`src/rtl/qpme_pkg.sv`:
```
// Shared types, character codes and helpers for the quoted-printable mail encoder.
// No dependencies; every other file in rtl/ imports this package.
package qpme_pkg;

    // Longest request one input byte may produce
    localparam int unsigned RUN_MAX = 6;
    localparam int unsigned RUN_CNT_W = $clog2(RUN_MAX + 1);
    localparam int unsigned RUN_BITS = 8 * RUN_MAX;

    // Encoding modes held in the configuration register
    localparam logic MODE_BODY   = 1'b0;
    localparam logic MODE_HEADER = 1'b1;

    // Character codes
    localparam logic [7:0] CHAR_NUL   = 8'h00;
    localparam logic [7:0] CHAR_LF    = 8'h0A;
    localparam logic [7:0] CHAR_CR    = 8'h0D;
    localparam logic [7:0] CHAR_SPACE = 8'h20;
    localparam logic [7:0] CHAR_DOT   = 8'h2E;
    localparam logic [7:0] CHAR_EQ    = 8'h3D;
    localparam logic [7:0] CHAR_QMARK = 8'h3F;
    localparam logic [7:0] PRINT_LO   = 8'd33;
    localparam logic [7:0] PRINT_HI   = 8'd126;
    localparam logic [7:0] HDR_HI     = 8'd127;

    // Line state carried from one input byte to the next
    typedef struct packed {
        logic space_pending;
        logic at_line_start;
    } qpme_state_t;

    // Encoded request for one input byte, slot 0 in the low byte
    typedef struct packed {
        logic [RUN_BITS-1:0]  bytes;
        logic [RUN_CNT_W-1:0] count;
    } qpme_run_t;

    // Upper-case hex digit for one nibble
    function automatic logic [7:0] hex_digit(input logic [3:0] nib);
        logic [7:0] ch;
        if (nib < 4'd10)
        begin
            ch = 8'h30 + {4'h0, nib};
        end
        else
        begin
            ch = 8'h37 + {4'h0, nib};
        end
        return ch;
    endfunction

    // "=HH" escape, first character in the low byte
    function automatic logic [23:0] hex_escape(input logic [7:0] b);
        return {hex_digit(b[3:0]), hex_digit(b[7:4]), CHAR_EQ};
    endfunction

endpackage

```
`src/rtl/qpme_encode.sv`:
```
// Single-pass combinational encoder: one input byte plus line state in,
// packed output request and next line state out. Depends on qpme_pkg.
module qpme_encode (
    input  logic [7:0]           data_byte,
    input  logic                 end_of_text,
    input  logic                 mode,
    input  qpme_pkg::qpme_state_t state_cur,
    output qpme_pkg::qpme_state_t state_next,
    output qpme_pkg::qpme_run_t   run
);
    import qpme_pkg::*;

    logic [23:0] piece_a;
    logic [23:0] piece_b;
    logic [15:0] piece_c;
    logic [1:0]  len_a;
    logic [1:0]  len_b;
    logic [1:0]  len_c;
    logic        als_mid;
    logic        als_post;
    logic        sp_post;
    logic        is_crlf;
    logic        printable;
    logic [3:0]  total;
    logic [63:0] seq;
    logic [5:0]  shift_b;
    logic [5:0]  shift_c;

    // Build the held-space prefix, the byte itself and, in body mode, the closing line break
    always_comb
    begin
        piece_a   = '0;
        piece_b   = '0;
        piece_c   = '0;
        len_a     = 2'd0;
        len_b     = 2'd0;
        len_c     = 2'd0;
        is_crlf   = (data_byte == CHAR_CR) || (data_byte == CHAR_LF);
        printable = (data_byte >= PRINT_LO) && (data_byte <= PRINT_HI)
                    && (data_byte != CHAR_EQ);
        als_mid   = state_cur.at_line_start;
        als_post  = state_cur.at_line_start;
        sp_post   = 1'b0;

        if (mode == MODE_BODY)
        begin
            // flush a held space: literal unless a line break follows
            if (state_cur.space_pending)
            begin
                if (is_crlf)
                begin
                    piece_a = hex_escape(CHAR_SPACE);
                    len_a   = 2'd3;
                end
                else
                begin
                    piece_a = {16'h0, CHAR_SPACE};
                    len_a   = 2'd1;
                end
                als_mid = 1'b0;
            end
            als_post = als_mid;

            if (data_byte == CHAR_SPACE)
            begin
                if (end_of_text)
                begin
                    piece_b  = hex_escape(CHAR_SPACE);
                    len_b    = 2'd3;
                    als_post = 1'b0;
                end
                else
                begin
                    sp_post = 1'b1;
                end
            end
            else if (printable)
            begin
                // double a dot at the start of a line
                if ((data_byte == CHAR_DOT) && als_mid)
                begin
                    piece_b = {8'h0, CHAR_DOT, CHAR_DOT};
                    len_b   = 2'd2;
                end
                else
                begin
                    piece_b = {16'h0, data_byte};
                    len_b   = 2'd1;
                end
                als_post = 1'b0;
            end
            else if (data_byte == CHAR_CR)
            begin
                // drop bare CR
            end
            else if (data_byte == CHAR_LF)
            begin
                piece_b  = {8'h0, CHAR_LF, CHAR_CR};
                len_b    = 2'd2;
                als_post = 1'b1;
            end
            else
            begin
                piece_b  = hex_escape(data_byte);
                len_b    = 2'd3;
                als_post = 1'b0;
            end

            // close an unfinished line at end of text
            if (end_of_text && !als_post)
            begin
                piece_c = {CHAR_LF, CHAR_CR};
                len_c   = 2'd2;
            end
        end
        else
        begin
            if (state_cur.space_pending)
            begin
                piece_a = hex_escape(CHAR_SPACE);
                len_a   = 2'd3;
            end
            if (data_byte == CHAR_NUL)
            begin
                // drop zero byte
            end
            else if ((data_byte < CHAR_SPACE) || (data_byte > HDR_HI)
                     || (data_byte == CHAR_EQ) || (data_byte == CHAR_QMARK)
                     || (data_byte == CHAR_SPACE))
            begin
                piece_b = hex_escape(data_byte);
                len_b   = 2'd3;
            end
            else
            begin
                piece_b = {16'h0, data_byte};
                len_b   = 2'd1;
            end
        end
    end

    // Pack the pieces back to back and cap the request length
    always_comb
    begin
        shift_b = {1'b0, len_a, 3'b000};
        shift_c = {3'(len_a) + 3'(len_b), 3'b000};
        seq     = 64'(piece_a) | (64'(piece_b) << shift_b) | (64'(piece_c) << shift_c);
        total   = 4'(len_a) + 4'(len_b) + 4'(len_c);
        run.bytes = seq[RUN_BITS-1:0];
        if (total > 4'(RUN_MAX))
        begin
            run.count = RUN_CNT_W'(RUN_MAX);
        end
        else
        begin
            run.count = total[RUN_CNT_W-1:0];
        end
    end

    // End of text starts a fresh line with nothing held
    always_comb
    begin
        state_next.space_pending = sp_post && !end_of_text;
        state_next.at_line_start = als_post || end_of_text;
    end

endmodule

```
`src/rtl/qpme_run.sv`:
```
// Result register and serializer: holds one encoded request and sends it
// one byte per cycle on the output channel while out_stall is low. Depends on qpme_pkg.
module qpme_run (
    input  logic                clk,
    input  logic                rst_n,
    input  logic                load,
    input  qpme_pkg::qpme_run_t run_in,
    output logic                run_free,
    output logic                out_valid,
    input  logic                out_stall,
    output logic [7:0]          out_byte,
    output logic                last_of_run
);
    import qpme_pkg::*;

    logic [RUN_BITS-1:0]  buf_reg;
    logic [RUN_BITS-1:0]  buf_next;
    logic [RUN_CNT_W-1:0] cnt_reg;
    logic [RUN_CNT_W-1:0] cnt_next;
    logic                 take;

    assign take        = out_valid && !out_stall;
    assign out_valid   = (cnt_reg != '0);
    assign out_byte    = buf_reg[7:0];
    assign last_of_run = (cnt_reg == RUN_CNT_W'(1));
    // Free when empty or the final byte leaves this cycle
    assign run_free    = (cnt_reg == '0) || (last_of_run && take);

    // Load a new request or advance past the byte just taken
    always_comb
    begin
        buf_next = buf_reg;
        cnt_next = cnt_reg;
        if (load)
        begin
            buf_next = run_in.bytes;
            cnt_next = run_in.count;
        end
        else if (take)
        begin
            buf_next = buf_reg >> 8;
            cnt_next = cnt_reg - RUN_CNT_W'(1);
        end
    end

    always_ff @(posedge clk or negedge rst_n)
    begin
        if (!rst_n)
        begin
            cnt_reg <= '0;
        end
        else
        begin
            cnt_reg <= cnt_next;
        end
    end

    always_ff @(posedge clk)
    begin
        buf_reg <= buf_next;
    end

    // Never overwrite bytes still owed downstream
    a_load_when_free: assert property (@(posedge clk) disable iff (!rst_n)
        load |-> run_free)
        else $error("request loaded over undelivered bytes");

    a_count_range: assert property (@(posedge clk) disable iff (!rst_n)
        cnt_reg <= RUN_CNT_W'(RUN_MAX))
        else $error("request count out of range");

    a_drain_step: assert property (@(posedge clk) disable iff (!rst_n)
        (take && !last_of_run) |=> (cnt_reg == $past(cnt_reg) - RUN_CNT_W'(1)))
        else $error("serializer skipped or repeated a byte");

endmodule

```
`src/rtl/quoted_printable_mail_encoder.sv`:
```
// Top level of the quoted-printable mail encoder: input register, line state,
// mode register, encoder and serializer. Depends on qpme_pkg, qpme_encode, qpme_run.
//
//   channel  direction  handshake              payload
//   input    in         in_valid / in_stall    data_byte, end_of_text
//   output   out        out_valid / out_stall  out_byte, last_of_run
//   config   in         cfg_wr_en              cfg_wr_data (encode_mode)
//
// An input byte waits in the input register, is encoded in one pass
// and its request (0 to 6 bytes) lands in the result register, which sends
// one byte per cycle while out_stall is low. Sustained rate: one input byte per
// cycle while each yields at most one output byte and the output is not stalled.
// Reset: mode body, line start set, no space held; no clearing pass.
// Output stall holds the result register, which backs up the input.
module quoted_printable_mail_encoder (
    input  logic       clk,
    input  logic       rst_n,
    input  logic       cfg_wr_en,
    input  logic       cfg_wr_data,
    input  logic       in_valid,
    output logic       in_stall,
    input  logic [7:0] data_byte,
    input  logic       end_of_text,
    output logic       out_valid,
    input  logic       out_stall,
    output logic [7:0] out_byte,
    output logic       last_of_run
);
    import qpme_pkg::*;

    logic        mode_reg;
    logic        item_valid_reg;
    logic        item_valid_next;
    logic [7:0]  item_byte_reg;
    logic        item_last_reg;
    qpme_state_t state_reg;
    qpme_state_t state_enc;
    qpme_run_t   run_enc;
    logic        run_free;
    logic        advance;
    logic        accept;

    // Encode the held byte against the current line state
    qpme_encode u_encode (
        .data_byte   (item_byte_reg),
        .end_of_text (item_last_reg),
        .mode        (mode_reg),
        .state_cur   (state_reg),
        .state_next  (state_enc),
        .run         (run_enc)
    );

    qpme_run u_run (
        .clk         (clk),
        .rst_n       (rst_n),
        .load        (advance && (run_enc.count != '0)),
        .run_in      (run_enc),
        .run_free    (run_free),
        .out_valid   (out_valid),
        .out_stall   (out_stall),
        .out_byte    (out_byte),
        .last_of_run (last_of_run)
    );

    // Move the held byte on when its request has room, or produces nothing
    assign advance  = item_valid_reg && (run_free || (run_enc.count == '0));
    assign in_stall = item_valid_reg && !advance;
    assign accept   = in_valid && !in_stall;

    always_comb
    begin
        item_valid_next = item_valid_reg;
        if (accept)
        begin
            item_valid_next = 1'b1;
        end
        else if (advance)
        begin
            item_valid_next = 1'b0;
        end
    end

    // Hold control state: mode, input valid and line state
    always_ff @(posedge clk or negedge rst_n)
    begin
        if (!rst_n)
        begin
            mode_reg                <= MODE_BODY;
            item_valid_reg          <= 1'b0;
            state_reg.space_pending <= 1'b0;
            state_reg.at_line_start <= 1'b1;
        end
        else
        begin
            if (cfg_wr_en)
            begin
                mode_reg <= cfg_wr_data;
            end
            item_valid_reg <= item_valid_next;
            if (advance)
            begin
                state_reg <= state_enc;
            end
        end
    end

    // Capture the input request payload
    always_ff @(posedge clk)
    begin
        if (accept)
        begin
            item_byte_reg <= data_byte;
            item_last_reg <= end_of_text;
        end
    end

    a_text_end_resets: assert property (@(posedge clk) disable iff (!rst_n)
        (advance && item_last_reg) |=> (state_reg.at_line_start && !state_reg.space_pending))
        else $error("line state not reset after end of text");

endmodule
```
`config.mk`:
```
export PLATFORM = sky130hd
export DESIGN_NAME = quoted_printable_mail_encoder
export DESIGN_NICKNAME = d
export VERILOG_FILES = /design/src/rtl/qpme_pkg.sv /design/src/rtl/qpme_encode.sv /design/src/rtl/qpme_run.sv /design/src/rtl/quoted_printable_mail_encoder.sv
export SDC_FILE = /design/constraint.sdc
export NUM_CORES = 1
export LEC_CHECK = 0
export ABC_AREA = 1
export ABC_CLOCK_PERIOD_IN_PS = 5400
export BUFFER_PORTS_ARGS = -buffer_cell sky130_fd_sc_hd__buf_2
export CORE_UTILIZATION = 45
export CTS_CLUSTER_SIZE = 14
export DETAILED_ROUTE_END_ITERATION = 10
export HOLD_SLACK_MARGIN = 0.06
export PLACE_DENSITY = 0.67
export SLEW_MARGIN = 20
export SYNTH_ARGS = -nofsm -noshare
export SYNTH_HDL_FRONTEND = slang
export SYNTH_HIERARCHICAL = 1
export SYNTH_SLANG_ARGS = --single-unit
```
`constraint.sdc`:
```
create_clock -name clk -period 5.4 [get_ports clk]
set_clock_uncertainty 0.15 [all_clocks]
set_input_delay 0.81 -clock clk [delete_from_list [all_inputs] [get_ports clk]]
set_output_delay 0.81 -clock clk [all_outputs]
set_load 0.02 [all_outputs]
```
Word-level counts from Yosys, hierarchy flattened:

Index checks and enable logic that the tools add are counted.
W data, S select, Z words.

* flip-flop bits (word level): 64
* word-level logic and storage cells: 117

* add/sub/neg operators: 8
* $lt $le $gt $ge: 7
* eq/ne operators: 8
* shift-type cells: 2
* multiplexer cells: 51
* bitwise operators: 2
* reductions and logical operators: 31

Operator list (count)
* $mux W24: 9
* $mux W48: 2
* $mux W22: 3
* $or A24 B48 Y48: 1
* $or A48 B48 Y48: 1
* $shl A16 B6 Y48: 1
* $shl A24 B5 Y48: 1
* $eq A8 B6 Y1 const B: 4
* $add A6 B4 Y7 const A: 4
* $mux W2: 14
* $eq A8 B4 Y1 const B: 2
* $mux W16: 1
* $mux W8: 2
* $mux W1: 15
* $mux W14: 1
* $mux W12: 1
* $logic_and A1 B1 Y1: 11
* $mux W3: 3
* $ge A8 B6 Y1 const B: 1
* $gt A8 B7 Y1 const B: 1
* $le A8 B7 Y1 const B: 1
* $logic_not A8 Y1: 1
* $logic_or A1 B1 Y1: 8
* $lt A4 B4 Y1 const B: 2
* other kinds (11): 19

Longest topological paths before layout:

* word-level depth: 21
* mapped depth: 29

Cells and area by module:

The synthesis kept the hierarchy.

Modules (own cells, without submodules)
* qpme_run: times used 1, cells each 236, area an instance 2329.7 sq um
* qpme_encode: times used 1, cells each 349, area an instance 1829.3 sq um
* quoted_printable_mail_encoder: times used 1, cells each 33, area an instance 466.7 sq um

Worst setup path after synthesis:

OpenSTA, ideal clock, no wires.

* path type: register to output
* from: register item_byte_reg[1]
* to: output in_stall
* arrival time: 3.503 ns
* required time: 4.440 ns
* setup slack: 0.937 ns
* stages on the path, launching flop included: 20
* path through: edfxtp_1 -> inv_1 -> ha_1 -> nand3_2 -> nor2_1 -> nor2_1 -> nand3_1 -> buf_4 -> nand2_1 -> nand3_1 -> a21boi_0 -> fa_1 -> ha_1 -> inv_1 -> ha_1 -> a211oi_1 -> inv_1 -> nand2_2 -> nand3_1 -> inv_1

RTL lines
* start: declaration: RTL line quoted_printable_mail_encoder.sv:34 `logic [7:0] item_byte_reg;`
* start signal: assignment: RTL line quoted_printable_mail_encoder.sv:112 `item_byte_reg <= data_byte;`
* end: declaration: RTL line quoted_printable_mail_encoder.sv:21 `output logic in_stall,`

==> impl_results.md <==
- Outcome: completed
- Detailed Place HPWL: 7870 um
- R2r endpoint: u_run/cnt_reg[1]$_DFFE_PN0P_
- Placed cell areas: 0.00478 mm2
- Synth top area cells: edfxtp_1 37%, nand2_1 21%, nand3_1 5.6%
- Die ar.: 0.0107 mm2
- Hold Vio Cnt, Final: 0
- Area grow syn2layout: 7.63%
- NetSw: 1.08 mW
- Critical-path top delay cell: fa_1
- Gr usage total: 0.218
- Netlist cell types: 39
- Setup TNS: 0 ps
- IO Count: 26
- CP startpoint kind: register
- R2R Setup Slk: 720 ps
- Initial Utilization: 0.469
- Die width: 103 um
- Final GP Congestion: 0.949
- Clock H-tree levels: 3
- Relative slew slack: 0.513
- P_int: 1.46 mW
- Critical Path, Cell by Cell: inv_1, ha_1, inv_1, nor2_1, nand2_1, nand2_1, nand2_1, nand3_1, buf_4, nand2_1, nand3_1, inv_1, fa_1, ha_1, inv_1, ha_1, a211oi_1, inv_1, nand2_2, nand3_1, inv_1, buf_2
- Worst R2R Path Depth: 25
- CP Max Fanout: 11
- Syn_area_per_cell: 7.48 um2
- Synth async-reset ratio: 0.109
- EDFF count, synth: 57
- Synthesized area: 0.00463 mm2
- DRT Pass-1 Iters: 5
- CTS Buf Count: 9
- Setup violations, final: 0
- Global route overflow: 0
- Worst-path clk slew: 80 ps
- Pwr dens: 512 mW/mm2
- Clk root buf: clkbuf_8
- Unrepaired setup endpoints after global routing: no
- Worst setup EP type: output pin
- Via/cell ratio: 5.13
- Vias in the first global route: 3702
- Post-route setup slack: 292 ps
- Combinational Power Share: 0.456
- Crit Path Category: register to output pin
- Most numerous cell on the critical path: inv_1
- Antenna-violating nets left: 0
- Max incr delay on CP: 510 ps
- Worst Path Required: 4440 ps
- Syn Inst Count: 618
- Final std cells w/o fill: 771
- Leak: 2.47 nW
- Final Cycle Share: 0.946
- Syn. warnings: 6
- Sequential share of power: 0.384
- FP Rows: 36
- DRC Markers: 0
- Layout cells sized above 1: 0.139
- Register area share after synthesis: 0.408
- Final Net Count: 666
- Max-cap violations: 0
- Filler cell count: 991
- Commonest non-fill, non-tap cell in the layout: nand2_1
- Dpl cells: 754
- Drt total wl: 10500 um
- Max reg flops: 48
- CTS tree: done
- Final Slew Violations: 0
- Final Critical Period: 5110 ps
- Wire per inst: 13.6 um
- Wire length of the first global-routing pass: 17700 um
- Clock network power share: 0.160
- Main synth FF type: edfxtp_1
- Worst slack, placed: 547 ps
- Most frequent cells in the layout: 262 x nand2_1, 60 x inv_1, 57 x edfxtp_1, 52 x nand3_1
- CTS sink count: 64
- Design Power: 2.55 mW
- Skew-Pair Late Insertion Delay: 360 ps
- Finished Core Util: 0.505
- Core Box Area: 0.00986 mm2
- Initial DRC Count: 320
- Flops & latches, synth: 64
- Leading area contributor after synthesis: edfxtp_1
- Synth top area share: 0.370
- Slew @ Worst Pin: 724 ps
- Largest net degree at the start of global routing: 54
- Worst vdd ir: 0.472 mV
- Worst min-delay path class: input pin to asynchronous set/reset pin
- Sw Ratio: 0.425
- Clock buffer depth: 2
- Final Cell Area: 0.00498 mm2
- Port Buffers: 25
- Die height: 103 um
- Worst Path Arrival: 4150 ps
- Max Clock Freq: 0.196 GHz
- Final hold slack: 123 ps
- Vias: 3955
- # diodes: 0
- Initial antenna violation count: 0
- R2R Path Start: item_byte_reg[0]$_DFFE_PP_
[Yosys cell counts, types with 4 or more instances]
cell type and number:
nand2_1 262, nor3_1 4, nand4_1 17, nor2_4 9, o21ai_1 5, nand2_2 6
nand2_4 4, o21ai_0 18, dfrtp_1 6, inv_1 60, edfxtp_1 57, a21oi_1 10
nor2_2 5, buf_4 20, nor2_1 25, buf_2 10, ha_1 16, nand3_1 52
[worst max-delay path: cells and delay by family (launching register included)]
family | cells | cell delay, ps
AO/OA/AOI/OAI | 1 | 310
AND/OR/NAND/NOR | 9 | 870
adder cells (fa/ha/maj) | 4 | 1160
flip-flops | 1 | 500
buffers and inverters | 8 | 960
[layer usage]
metal,up-vias,track usage,wire length (um)
li1,1999,-,-
met1,1814,0.286,4910
met2,114,0.340,4700
met3,28,0.0383,508
met4,0,0.125,367
met5,-,0,0
[cells by family (layout without fill, tap and decap cells)]
| group | after synthesis | in the layout | synth area share |
|---|---|---|---|
| buffers and inverters | 101 | 116 | 0.107 |
| adder cells (fa/ha/maj) | 18 | 18 | 0.0519 |
| multiplexers | 1 | 1 | 0.00243 |
| XOR/XNOR | 2 | 2 | 0.00379 |
| AND/OR/NAND/NOR | 390 | 390 | 0.377 |
| AO/OA/AOI/OAI | 41 | 41 | 0.0492 |
| flip-flops | 64 | 64 | 0.408 |
| other | 1 | 6 | 0.000811 |
[final cells by class]
type / instances / area (um2) / share of cell area
tap: 133 / 166 / 0.0334
inverter: 66 / 253 / 0.0508
sequential: 64 / 1890 / 0.379
multi-input combinational: 458 / 2270 / 0.455
timing repair buffer: 34 / 218 / 0.0437
clock buffer: 10 / 128 / 0.0256
clock inverter: 6 / 60.1 / 0.0121
[timing repair]
item                       4_1_cts  5_1_grt
gates resized for setup          0        2
buffers inserted                 0        1
hold buffers                     0        0
setup endpoints to repair        0        1
hold endpoints to repair         0        0
[power by group through the flow]
stage | clock network (mW) | logic, mW | registers (mW)
after global placement | 0 | 1.14 | 0.986
after floorplan | 0 | 0.949 | 0.960
after CTS | 0.418 | 1.16 | 0.984
final | 0.408 | 1.16 | 0.977
after detailed placement | 0 | 1.15 | 0.994
after global routing | 0.437 | 1.33 | 1.00
[how the worst max path moves through the flow]
| stage | start | to | slack (ps) | cells after the start |
|---|---|---|---|---|
| 6_report | item_byte_reg[0]$_DFFE_PP_ | in_stall | 290 | 22 |
| 5_1_grt | item_byte_reg[0]$_DFFE_PP_ | in_stall | 20 | 22 |
| 4_1_cts | item_byte_reg[1]$_DFFE_PP_ | in_stall | 120 | 20 |
| 3_5_place_dp | item_byte_reg[1]$_DFFE_PP_ | in_stall | 550 | 20 |
| 3_3_place_gp | item_byte_reg[1]$_DFFE_PP_ | in_stall | 560 | 19 |
| 2_1_floorplan | item_byte_reg[1]$_DFFE_PP_ | in_stall | 940 | 19 |
Note: power is estimated with default switching activity, not from simulation.
